### config.mk
export PLATFORM = sky130hd
export DESIGN_NAME = ir_sensor_sync_detect_sequencer
export DESIGN_NICKNAME = d
export VERILOG_FILES = /design/src/irss_pkg.sv /design/src/ir_sensor_sync_detect_sequencer.sv
export SDC_FILE = /design/constraint.sdc
export NUM_CORES = 1
export LEC_CHECK = 0
export ABC_AREA = 1
export BUFFER_PORTS_ARGS = -buffer_cell sky130_fd_sc_hd__buf_4
export CAP_MARGIN = 20
export CORE_MARGIN = 2
export CORE_UTILIZATION = 55
export CTS_BUF_LIST = sky130_fd_sc_hd__clkbuf_2 sky130_fd_sc_hd__clkbuf_4 sky130_fd_sc_hd__clkbuf_8
export DETAILED_ROUTE_END_ITERATION = 16
export PLACE_DENSITY = 0.79
export SLEW_MARGIN = 20
export SYNTH_ARGS = -nofsm -noshare
export SYNTH_HDL_FRONTEND = slang
export SYNTH_SLANG_ARGS = --single-unit
### constraint.sdc
create_clock -name i_clk -period 12.1 [get_ports i_clk]
set_input_delay 1.815 -clock i_clk [delete_from_list [all_inputs] [get_ports i_clk]]
set_output_delay 1.815 -clock i_clk [all_outputs]
set_load 0.005 [all_outputs]
### src/irss_pkg.sv
`timescale 1ns / 1ps

package irss_pkg;

    localparam int SAMPLE_BITS_DEF = 12;
    localparam int SAMPLE_W        = 12;
    localparam int LEVEL_W         = 12;
    localparam int OFFSET_W        = 12;
    localparam int PHASE_W         = 3;
    localparam int GROUP_W         = 2;
    localparam int CFG_IDX_W       = 2;
    localparam int NUM_OFFSETS     = 4;

    // operation codes
    localparam logic OP_TICK = 1'b0;
    localparam logic OP_DONE = 1'b1;

    // scan phases
    localparam logic [PHASE_W-1:0] PH_SIDE_DARK      = 3'd0;
    localparam logic [PHASE_W-1:0] PH_SIDE_DARK_CAP  = 3'd1;
    localparam logic [PHASE_W-1:0] PH_SIDE_LIT       = 3'd2;
    localparam logic [PHASE_W-1:0] PH_SIDE_LIT_CAP   = 3'd3;
    localparam logic [PHASE_W-1:0] PH_FRONT_DARK     = 3'd4;
    localparam logic [PHASE_W-1:0] PH_FRONT_DARK_CAP = 3'd5;
    localparam logic [PHASE_W-1:0] PH_FRONT_LIT      = 3'd6;
    localparam logic [PHASE_W-1:0] PH_FRONT_LIT_CAP  = 3'd7;

    // group done codes
    localparam logic [GROUP_W-1:0] GRP_NONE  = 2'd0;
    localparam logic [GROUP_W-1:0] GRP_SIDE  = 2'd1;
    localparam logic [GROUP_W-1:0] GRP_FRONT = 2'd2;

    // offset register indexes
    localparam logic [CFG_IDX_W-1:0] REG_OFS_RIGHT       = 2'd0;
    localparam logic [CFG_IDX_W-1:0] REG_OFS_LEFT        = 2'd1;
    localparam logic [CFG_IDX_W-1:0] REG_OFS_FRONT_RIGHT = 2'd2;
    localparam logic [CFG_IDX_W-1:0] REG_OFS_FRONT_LEFT  = 2'd3;

    typedef struct packed {
        logic                operation;
        logic                converter_accepted;
        logic [SAMPLE_W-1:0] sample_0;
        logic [SAMPLE_W-1:0] sample_1;
        logic [SAMPLE_W-1:0] sample_2;
        logic [SAMPLE_W-1:0] sample_3;
        logic [SAMPLE_W-1:0] sample_4;
        logic [SAMPLE_W-1:0] sample_5;
        logic [SAMPLE_W-1:0] sample_6;
        logic [SAMPLE_W-1:0] sample_7;
        logic [SAMPLE_W-1:0] sample_8;
    } t_in_item;

    typedef struct packed {
        logic [PHASE_W-1:0] scan_phase;
        logic               side_emitters_on;
        logic               front_emitters_on;
        logic               start_conversion;
        logic               capture_lit;
        logic [GROUP_W-1:0] group_done;
        logic [LEVEL_W-1:0] right_level;
        logic [LEVEL_W-1:0] left_level;
        logic [LEVEL_W-1:0] front_right_level;
        logic [LEVEL_W-1:0] front_left_level;
        logic [LEVEL_W-1:0] battery_level;
    } t_out_item;

endpackage

### src/ir_sensor_sync_detect_sequencer.sv
`timescale 1ns / 1ps

// channel   direction  handshake                  payload
// in        input      i_in_valid / o_in_ready    i_in_data  (irss_pkg::t_in_item)
// out       output     o_out_valid / i_out_ready  o_out_data (irss_pkg::t_out_item)
// cfg       input      i_cfg_we                   i_cfg_index, i_cfg_data
//
// one transaction per cycle sustained while the output is not stalled; two register stages
// the input register feeds one level of add, shift and subtract logic into the
// result register, and the scan state is updated as the result register loads
// synchronous active-low reset clears phase, emitter levels, offsets, averages and levels
// input is taken while a result waits only if the input register is empty

module ir_sensor_sync_detect_sequencer #(
    parameter int SAMPLE_BITS = irss_pkg::SAMPLE_BITS_DEF
) (
    input  logic                           i_clk,
    input  logic                           i_rst_n,
    input  logic                           i_in_valid,
    output logic                           o_in_ready,
    input  irss_pkg::t_in_item             i_in_data,
    output logic                           o_out_valid,
    input  logic                           i_out_ready,
    output irss_pkg::t_out_item            o_out_data,
    input  logic                           i_cfg_we,
    input  logic [irss_pkg::CFG_IDX_W-1:0] i_cfg_index,
    input  logic [irss_pkg::OFFSET_W-1:0]  i_cfg_data
);

    localparam int AVG_W  = (SAMPLE_BITS < irss_pkg::SAMPLE_W) ? SAMPLE_BITS
                                                               : irss_pkg::SAMPLE_W;
    localparam int DIFF_W = irss_pkg::LEVEL_W + 2;
    localparam int LW     = irss_pkg::LEVEL_W;

    function automatic logic [AVG_W-1:0] avg2(
        input logic [irss_pkg::SAMPLE_W-1:0] a,
        input logic [irss_pkg::SAMPLE_W-1:0] b
    );
        logic [AVG_W:0] s;
        s = {1'b0, a[AVG_W-1:0]} + {1'b0, b[AVG_W-1:0]};
        return s[AVG_W:1];
    endfunction

    function automatic logic [LW-1:0] clamp_diff(
        input logic [AVG_W-1:0]              on_v,
        input logic [AVG_W-1:0]              off_v,
        input logic [irss_pkg::OFFSET_W-1:0] ofs
    );
        logic signed [DIFF_W-1:0] d;
        d = $signed({{(DIFF_W-AVG_W){1'b0}}, on_v})
          - $signed({{(DIFF_W-AVG_W){1'b0}}, off_v})
          - $signed({{(DIFF_W-irss_pkg::OFFSET_W){1'b0}}, ofs});
        return (d > 0) ? d[LW-1:0] : '0;
    endfunction

    logic                              r_in_valid;
    irss_pkg::t_in_item                r_in_data;
    logic                              r_out_valid;
    irss_pkg::t_out_item               r_out_data;
    logic [irss_pkg::OFFSET_W-1:0]     r_offset [irss_pkg::NUM_OFFSETS];
    logic [irss_pkg::PHASE_W-1:0]      r_phase;
    logic                              r_in_flight;
    logic                              r_side_emit;
    logic                              r_front_emit;
    logic [AVG_W-1:0]                  r_off_avg [irss_pkg::NUM_OFFSETS];
    logic [AVG_W-1:0]                  r_off_batt;
    logic [LW-1:0]                     r_level [5];

    logic [irss_pkg::PHASE_W-1:0]      n_phase;
    logic                              n_in_flight;
    logic                              n_side_emit;
    logic                              n_front_emit;
    logic                              n_store_off;
    logic                              n_store_side;
    logic                              n_store_front;
    logic                              n_start;
    logic                              n_lit;
    logic [irss_pkg::GROUP_W-1:0]      n_group;
    logic [AVG_W-1:0]                  w_avg [irss_pkg::NUM_OFFSETS];
    logic [LW-1:0]                     w_diff [irss_pkg::NUM_OFFSETS];
    logic [LW-1:0]                     n_level [5];
    logic                              w_advance;

    assign w_advance   = r_in_valid && (!r_out_valid || i_out_ready);
    assign o_in_ready  = !r_in_valid || w_advance;
    assign o_out_valid = r_out_valid;
    assign o_out_data  = r_out_data;

    assign w_avg[0] = avg2(r_in_data.sample_0, r_in_data.sample_2);
    assign w_avg[1] = avg2(r_in_data.sample_1, r_in_data.sample_3);
    assign w_avg[2] = avg2(r_in_data.sample_4, r_in_data.sample_6);
    assign w_avg[3] = avg2(r_in_data.sample_5, r_in_data.sample_7);

    always_comb begin
        for (int k = 0; k < irss_pkg::NUM_OFFSETS; k++) begin
            w_diff[k] = clamp_diff(w_avg[k], r_off_avg[k], r_offset[k]);
        end
    end

    always_comb begin
        n_phase       = r_phase;
        n_in_flight   = r_in_flight;
        n_side_emit   = r_side_emit;
        n_front_emit  = r_front_emit;
        n_store_off   = 1'b0;
        n_store_side  = 1'b0;
        n_store_front = 1'b0;
        n_start       = 1'b0;
        n_lit         = 1'b0;
        n_group       = irss_pkg::GRP_NONE;
        if (r_in_data.operation == irss_pkg::OP_TICK) begin
            if (!r_in_flight) begin
                unique case (r_phase)
                    irss_pkg::PH_SIDE_DARK: begin
                        n_side_emit = 1'b0;
                        n_phase     = r_phase + 1'b1;
                    end
                    irss_pkg::PH_SIDE_LIT: begin
                        n_side_emit = 1'b1;
                        n_phase     = r_phase + 1'b1;
                    end
                    irss_pkg::PH_FRONT_DARK: begin
                        n_front_emit = 1'b0;
                        n_phase      = r_phase + 1'b1;
                    end
                    irss_pkg::PH_FRONT_LIT: begin
                        n_front_emit = 1'b1;
                        n_phase      = r_phase + 1'b1;
                    end
                    default: begin
                        n_start = 1'b1;
                        n_lit   = (r_phase == irss_pkg::PH_SIDE_LIT_CAP)
                               || (r_phase == irss_pkg::PH_FRONT_LIT_CAP);
                        if (r_in_data.converter_accepted) begin
                            n_in_flight = 1'b1;
                        end
                    end
                endcase
            end
        end else begin
            unique case (r_phase) inside
                irss_pkg::PH_SIDE_DARK_CAP, irss_pkg::PH_FRONT_DARK_CAP: begin
                    n_store_off = 1'b1;
                end
                irss_pkg::PH_SIDE_LIT_CAP: begin
                    n_store_side = 1'b1;
                    n_side_emit  = 1'b0;
                    n_group      = irss_pkg::GRP_SIDE;
                end
                irss_pkg::PH_FRONT_LIT_CAP: begin
                    n_store_front = 1'b1;
                    n_front_emit  = 1'b0;
                    n_group       = irss_pkg::GRP_FRONT;
                end
                default: begin
                end
            endcase
            n_in_flight = 1'b0;
            n_phase     = r_phase + 1'b1;
        end
    end

    always_comb begin
        n_level[0] = n_store_side  ? w_diff[0] : r_level[0];
        n_level[1] = n_store_side  ? w_diff[1] : r_level[1];
        n_level[2] = n_store_front ? w_diff[2] : r_level[2];
        n_level[3] = n_store_front ? w_diff[3] : r_level[3];
        n_level[4] = n_store_front ? LW'(r_off_batt) : r_level[4];
    end

    always_ff @(posedge i_clk) begin
        if (!i_rst_n) begin
            r_in_valid   <= 1'b0;
            r_out_valid  <= 1'b0;
            r_phase      <= irss_pkg::PH_SIDE_DARK;
            r_in_flight  <= 1'b0;
            r_side_emit  <= 1'b0;
            r_front_emit <= 1'b0;
            r_off_batt   <= '0;
            for (int k = 0; k < irss_pkg::NUM_OFFSETS; k++) begin
                r_offset[k]  <= '0;
                r_off_avg[k] <= '0;
            end
            for (int k = 0; k < 5; k++) begin
                r_level[k] <= '0;
            end
        end else begin
            if (i_cfg_we) begin
                r_offset[i_cfg_index] <= i_cfg_data;
            end
            if (o_in_ready) begin
                r_in_valid <= i_in_valid;
            end
            if (w_advance) begin
                r_out_valid <= 1'b1;
            end else if (i_out_ready) begin
                r_out_valid <= 1'b0;
            end
            if (w_advance) begin
                r_phase      <= n_phase;
                r_in_flight  <= n_in_flight;
                r_side_emit  <= n_side_emit;
                r_front_emit <= n_front_emit;
                if (n_store_off) begin
                    for (int k = 0; k < irss_pkg::NUM_OFFSETS; k++) begin
                        r_off_avg[k] <= w_avg[k];
                    end
                    r_off_batt <= r_in_data.sample_8[AVG_W-1:0];
                end
                for (int k = 0; k < 5; k++) begin
                    r_level[k] <= n_level[k];
                end
            end
        end
    end

    always_ff @(posedge i_clk) begin
        if (o_in_ready && i_in_valid) begin
            r_in_data <= i_in_data;
        end
        if (w_advance) begin
            r_out_data.scan_phase        <= n_phase;
            r_out_data.side_emitters_on  <= n_side_emit;
            r_out_data.front_emitters_on <= n_front_emit;
            r_out_data.start_conversion  <= n_start;
            r_out_data.capture_lit       <= n_lit;
            r_out_data.group_done        <= n_group;
            r_out_data.right_level       <= n_level[0];
            r_out_data.left_level        <= n_level[1];
            r_out_data.front_right_level <= n_level[2];
            r_out_data.front_left_level  <= n_level[3];
            r_out_data.battery_level     <= n_level[4];
        end
    end

    a_flight_from_capture: assert property (@(posedge i_clk) disable iff (!i_rst_n)
        $rose(r_in_flight) |-> r_phase[0])
        else $error("conversion went in flight outside a capture phase");

    a_start_at_capture: assert property (@(posedge i_clk) disable iff (!i_rst_n)
        (o_out_valid && o_out_data.start_conversion) |-> o_out_data.scan_phase[0])
        else $error("conversion requested outside a capture phase");

    a_side_done: assert property (@(posedge i_clk) disable iff (!i_rst_n)
        (o_out_valid && o_out_data.group_done == irss_pkg::GRP_SIDE)
        |-> (o_out_data.scan_phase == irss_pkg::PH_FRONT_DARK
             && !o_out_data.side_emitters_on))
        else $error("side levels reported in the wrong phase");

    a_front_done: assert property (@(posedge i_clk) disable iff (!i_rst_n)
        (o_out_valid && o_out_data.group_done == irss_pkg::GRP_FRONT)
        |-> (o_out_data.scan_phase == irss_pkg::PH_SIDE_DARK
             && !o_out_data.front_emitters_on))
        else $error("front levels reported in the wrong phase");

    a_flight_no_tick_move: assert property (@(posedge i_clk) disable iff (!i_rst_n)
        (w_advance && r_in_flight && r_in_data.operation == irss_pkg::OP_TICK)
        |=> ($stable(r_phase) && r_in_flight))
        else $error("tick moved the scan while a conversion was in flight");

endmodule

After elaboration in Yosys (flattened, before gate mapping)
Memories as Yosys holds them, arrays and structs flattened.
Cells that the tools add are included.
{"block": "totals", "inputBits": 129, "ramBits": 156, "elab_cells": 137, "out_inout_bits": 71, "ff_bits": 199, "mem_count": 3}
{"name": "r_level", "depth": 5, "width": 12, "read_ports": 5, "rd_ports_with_merged_regs": 0, "wr": 5, "line": "ir_sensor_sync_detect_sequencer.sv:67", "source": "logic [LW-1:0] r_level [5];"}
{"name": "r_off_avg", "depth": 4, "width": 12, "read_ports": 4, "rd_ports_with_merged_regs": 0, "wr": 4, "line": "ir_sensor_sync_detect_sequencer.sv:65", "source": "logic [AVG_W-1:0] r_off_avg [irss_pkg::NUM_OFFSETS];"}
{"name": "r_offset", "depth": 4, "width": 12, "read_ports": 4, "rd_ports_with_merged_regs": 0, "wr": 4, "line": "ir_sensor_sync_detect_sequencer.sv:60", "source": "logic [irss_pkg::OFFSET_W-1:0] r_offset [irss_pkg::NUM_OFFSETS];"}
{"block": "op_classes", "muxes": 57, "n_eq_ne": 7, "n_lt_le_gt_ge": 4, "reduce_logical": 15, "bitwise": 9, "addsub": 13}
{"op": "two-way mux 12 bit", "n": 19}
{"op": "> comparator 14 x 1 -> 1 bit, second input constant", "n": 4}
{"op": "subtractor 13 x 13 -> 14 bit", "n": 4}
{"op": "adder 12 x 12 -> 13 bit", "n": 4}
{"op": "subtractor 12 x 12 -> 13 bit", "n": 4}
{"op": "two-way mux 1 bit", "n": 31}
{"op": "equality test 3 bit, second input constant", "n": 4}
{"op": "OR reduction 12 bit", "n": 1}
{"op": "two-way mux 3 bit", "n": 3}
{"op": "bitwise OR 1 bit", "n": 9}
{"op": "equality test 3 x 2 -> 1 bit, second input constant", "n": 2}
{"op": "OR reduction 6 bit", "n": 1}
{"op": "one-hot mux 1 bit (2 select lines)", "n": 2}
{"op": "one-hot mux 2 bit (2 select lines)", "n": 1}
{"op": "OR reduction 2 bit", "n": 2}
{"op": "OR reduction 4 bit", "n": 1}
{"op": "adder 3 x 1 -> 3 bit, second input constant", "n": 1}
{"op": "equality test 3 x 1 -> 1 bit, second input constant", "n": 1}
{"op": "zero test 3 bit", "n": 1}
{"op": "logical OR 1 bit", "n": 3}
{"op": "logical AND 1 bit", "n": 2}
{"op": "zero test 1 bit", "n": 2}
{"op": "two-way mux 2 bit", "n": 1}
{"op": "AND reduction 2 bit", "n": 1}
{"op": "nonzero test 2 bit", "n": 1}

Depth between registers and ports, before layout
{"block": "depth", "depth_word": 9, "ltp_mapped": 32, "mapped_depth_nobuf": 31}

Worst setup path after synthesis
OpenSTA, ideal clock, no wires.
{"block": "synth_path", "path_type": "input to register", "startpoint": "input i_out_ready", "endpoint": "register r_in_data[0] (netlist name), enable pin", "stages": 4, "path_buffers": 0, "path_slack_ns": 7.459, "t_arrival_ns": 4.177, "path_cell_list": "inv_1 > nand3_1 > nand2_1 > inv_1"}
{"block": "synth_via", "elab_chain_len": 4}
{"element": "from (decl)", "line": "ir_sensor_sync_detect_sequencer.sv:23", "source": "input logic i_out_ready,"}
{"element": "logical OR 1 bit", "line": "ir_sensor_sync_detect_sequencer.sv:84", "source": "assign w_advance = r_in_valid && (!r_out_valid || i_out_ready);"}
{"element": "logical AND 1 bit", "line": "ir_sensor_sync_detect_sequencer.sv:84"}
{"element": "logical OR 1 bit", "line": "ir_sensor_sync_detect_sequencer.sv:85", "source": "assign o_in_ready = !r_in_valid || w_advance;"}
{"element": "net o_in_ready", "line": "ir_sensor_sync_detect_sequencer.sv:20", "source": "output logic o_in_ready,"}
{"element": "logical AND 1 bit", "line": "ir_sensor_sync_detect_sequencer.sv:218", "source": "if (o_in_ready && i_in_valid) begin"}
{"element": "to (signal assigned)", "line": "ir_sensor_sync_detect_sequencer.sv:219", "source": "r_in_data <= i_in_data;"}
{"element": "to (decl)", "line": "ir_sensor_sync_detect_sequencer.sv:57", "source": "irss_pkg::t_in_item r_in_data;"}
The timed path passes the listed nets, and every way through them passes these cells.
A chain may end at the register's enable or synchronous reset.

==> metrics.txt <==
# TYPE chip_impl_metric gauge
chip_impl_metric{name="clk_transition_reported_paths",unit="ns"} 0.06
chip_impl_metric{name="period_share",unit="%"} 43.45
chip_impl_metric{name="placed_area",unit="mm^2"} 0.02258
chip_impl_metric{name="port_buffers",unit=""} 199
chip_impl_metric{name="ctsLongestPathBuffers",unit=""} 3
chip_impl_metric{name="yosys.area.top_type_share",unit="%"} 48.71
chip_impl_metric{name="final.min_clock_period",unit="ns"} 5.258
chip_impl_metric{name="p_leak",unit="nW"} 11.18
chip_impl_metric{name="fp.dieH",unit="um"} 197.8
chip_impl_info{name="synthTopCellsByArea",value="edfxtp_1, ha_1, nand2_1"} 1
chip_impl_metric{name="pin_count_of_the_biggest_net_entering_global_routing",unit=""} 73
chip_impl_metric{name="synth-async-reset-ratio",unit="%"} 0
chip_impl_metric{name="finalClockSkew",unit="ns"} 0.04102
chip_impl_metric{name="post_route_cells_drive_above_1_share",unit="%"} 17.23
chip_impl_metric{name="post_synth_instance_area",unit="mm^2"} 0.02065
chip_impl_metric{name="maxSlewViolCount",unit=""} 0
chip_impl_metric{name="finalNonFillerCells",unit=""} 2969
chip_impl_metric{name="yosys_warnings",unit=""} 0
chip_impl_metric{name="antenna_violations_before_repair",unit=""} 0
chip_impl_metric{name="n_antenna_cell",unit=""} 0
chip_impl_metric{name="clock_sink_count",unit=""} 355
chip_impl_metric{name="fp.coreArea",unit="mm^2"} 0.03679
chip_impl_info{name="setup.worst_path.start_class",value="register"} 1
chip_impl_info{name="tritoncts",value="done"} 1
chip_impl_metric{name="grt_remaining_overflow",unit=""} 0
chip_impl_info{name="grt_setup_unrepaired",value="no"} 1
chip_impl_metric{name="dieArea",unit="mm^2"} 0.03912
chip_impl_metric{name="post_synth_num_cell_types",unit=""} 43
chip_impl_metric{name="preCtsSetupSlack",unit="ns"} 6.862
chip_impl_metric{name="seq_area_frac_synth",unit="%"} 50.65
chip_impl_metric{name="die_span_x",unit="um"} 197.8
chip_impl_metric{name="final-hold-violation-count",unit=""} 0
chip_impl_metric{name="routed_wire_length_per_instance",unit="um"} 14.89
chip_impl_metric{name="drt_iter0_drc",unit=""} 984
chip_impl_metric{name="post_cts_hold_buffer_count",unit=""} 0
chip_impl_metric{name="fmax",unit="MHz"} 190.2
chip_impl_info{name="holdCritPathClass",value="register to register"} 1
chip_impl_metric{name="post-cts-setup-buffer-count",unit=""} 0
chip_impl_metric{name="detailroute.via_count",unit=""} 15375
chip_impl_metric{name="worst_pin_slew",unit="ns"} 1.050
chip_impl_metric{name="finalWorstSetupSlack",unit="ns"} 6.842
chip_impl_metric{name="finalNetCount",unit=""} 2739
chip_impl_metric{name="via_count_of_the_first_global_routing_pass",unit=""} 15172
chip_impl_metric{name="cellPowerDensity",unit="mW/mm^2"} 172.4
chip_impl_metric{name="final_core_utilization",unit="%"} 64.76
chip_impl_metric{name="placedCellCount",unit=""} 2857
chip_impl_info{name="criticalPathCategory",value="register to register"} 1
chip_impl_metric{name="dpl.hpwl",unit="um"} 32830
chip_impl_info{name="worstSetupEndpointType",value="register"} 1
chip_impl_metric{name="timing.slew.headroom",unit="%"} 29.77
chip_impl_info{name="netlist.top_cell.by_area",value="edfxtp_1"} 1
chip_impl_info{name="clock_tree.root_cell",value="clkbuf_8"} 1
chip_impl_metric{name="avgSynthCellArea",unit="um^2"} 9.299
chip_impl_metric{name="accumulated_negative_setup_slack",unit="ns"} 0
chip_impl_metric{name="grt_first_pass_wirelength",unit="um"} 72250
chip_impl_metric{name="final.hold.worst_slack",unit="ns"} 0.4446
chip_impl_metric{name="flops_latches_synth",unit=""} 355
chip_impl_metric{name="cts_buffers",unit=""} 60
chip_impl_metric{name="synth_edf_count",unit=""} 335
chip_impl_metric{name="totalPowerFinal",unit="mW"} 4.106
chip_impl_metric{name="first_drt_pass_iteration_count",unit=""} 5
chip_impl_metric{name="initial_utilization",unit="%"} 56.15
chip_impl_metric{name="deepest_level_of_the_cts_h_tree",unit=""} 2
chip_impl_metric{name="syn-num-nets",unit=""} 2509
chip_impl_metric{name="irDropWorstVdd",unit="mV"} 0.09795
chip_impl_metric{name="design.portCount",unit=""} 200
chip_impl_metric{name="path_max_fanout",unit=""} 12
chip_impl_metric{name="fill_cells",unit=""} 3026
chip_impl_metric{name="syn-instance-count",unit=""} 2221
chip_impl_metric{name="areaGrowthSynthToFinish",unit="%"} 15.34
chip_impl_metric{name="grt.total_usage",unit="%"} 23.07
chip_impl_info{name="run_status",value="completed"} 1
chip_impl_metric{name="drc",unit=""} 0
chip_impl_metric{name="clk_lat_worst_skew",unit="ns"} 0.68
chip_impl_metric{name="postLayoutCellArea",unit="mm^2"} 0.02382
chip_impl_metric{name="setup-violations-final",unit=""} 0
chip_impl_metric{name="gpl.final_weighted_congestion",unit=""} 0.9215
chip_impl_metric{name="cp_data_arrival_time",unit="ns"} 5.80
chip_impl_info{name="postSynth.topFlopCell",value="edfxtp_1"} 1
chip_impl_metric{name="vias_per_cell",unit=""} 5.179
chip_impl_metric{name="detail_route.wirelength",unit="um"} 44210
chip_impl_metric{name="cap_violations",unit=""} 0
chip_impl_metric{name="detail-route-antenna-nets",unit=""} 0
chip_impl_metric{name="number_of_rows_in_the_core_area",unit=""} 70
chip_impl_metric{name="resized_after_cts",unit=""} 0
chip_impl_metric{name="critPathRequiredTime",unit="ns"} 12.64
[layout by cell type, fill, tap and decap left out, types with 17 or more instances in the layout]
cell type and count:
clkbuf_8 64, o21ai_0 61, edfxtp_1 335, a21oi_1 126, nand3_2 42, a21oi_2 35, xor2_1 56, nand3_1 95
xnor2_1 29, nor2_1 229, inv_1 378, nand2_2 24, nand2_1 465, clkinv_1 17, ha_1 147, dfxtp_1 20
buf_4 206
[power breakdown]
| part | switching (mW) | total, mW | internal, mW |
|---|---|---|---|
| Combinational | 1.00 | 1.56 | 0.556 |
| Sequential | 0.0215 | 1.44 | 1.42 |
| Clock | 0.502 | 1.11 | 0.603 |
| Total | 1.53 | 4.11 | 2.58 |
[kinds of logic after synthesis]
group           share of synthesized area (%)
compound gates                          8.124
fa+ha+maj                               10.07
flops                                   50.65
simple gates                            19.53
xor+xnor                                3.605
buf+inv                                 8.027
[final cells by class]
type | count | area, um^2 | share of cell area (%)
Timing Repair Buffer | 206 | 1546 | 6.492
Inverter | 384 | 1444 | 6.061
Multi-Input combinational cell | 1444 | 8546 | 35.87
Tap cell | 468 | 585.6 | 2.458
Clock inverter | 33 | 246.5 | 1.035
Clock buffer | 79 | 993.5 | 4.170
Sequential cell | 355 | 10460 | 43.91
[path summary, 6_finish.rpt]
| kind | slack [ns] | cells past startpoint | end | startpoint |
|---|---|---|---|---|
| worst max-delay path | 6.84 | 24 | r_level[0][43]$_SDFFCE_PN0P_ | r_in_data[38]$_DFFE_PP_ |
| worst min-delay path | 0.44 | 2 | r_off_batt[3]$_SDFFE_PN0P_ | r_in_data[3]$_DFFE_PP_ |
| worst max register to register | 6.84 | 24 | r_level[0][43]$_SDFFCE_PN0P_ | r_in_data[38]$_DFFE_PP_ |
| worst min register to register | 0.44 | 2 | r_off_batt[3]$_SDFFE_PN0P_ | r_in_data[3]$_DFFE_PP_ |
[routing by layer]
layer	track usage (%)	part of all wire, %	vias to the layer above
met4	8.215	2.8	0
met5	0	0	-
met2	38.69	46	387
met1	30.14	45	7114
li1	-	-	7795
met3	4.190	5.7	79
[cells in the mapped netlist, drive strengths merged, types with 4 or more instances]
library cell	instances
nand3	137
ha	147
o21bai	16
nand4	16
nor3	15
xor2	56
clkbuf	25
a31oi	10
a21boi	5
xnor2	29
fa	12
nor2	231
buf	13
inv	384
edfxtp	335
dfxtp	20
nand2	489
o2111ai	4
nand3b	9
or2	15
o21ai	75
a21oi	164
[state kept, by name, summed over array words and instances (netlist names)]
register,cells
o_out_data,69
o_out_valid,1
r_front_emit,1
r_in_data,110
r_in_flight,1
r_in_valid,1
r_level,60
r_off_avg,48
r_off_batt,12
r_offset,48
r_phase,3
r_side_emit,1
[worst max-delay path, cell delays in order, from the launching register on]
cell and delay [ns]:
edfxtp_1 0.37, ha_1 0.35, nand2_1 0.06, o21ai_0 0.41, a21oi_1 0.11, o21ai_0 0.21, xor2_1 0.24, ha_1 0.32
a21oi_1 0.20, o21ai_0 0.11, nor2_1 0.17, o21ai_0 0.15, a31oi_1 0.20, xor2_1 0.18, inv_1 0.08, ha_1 0.34
nand2_1 0.08, nor2_1 0.14, nand3_1 0.11, nand3_1 0.12, nand2_1 0.07, a21oi_2 0.62, nand2_1 0.10, o21ai_1 0.18
and3_1 0.19
Power figures use the tool's default switching activity.
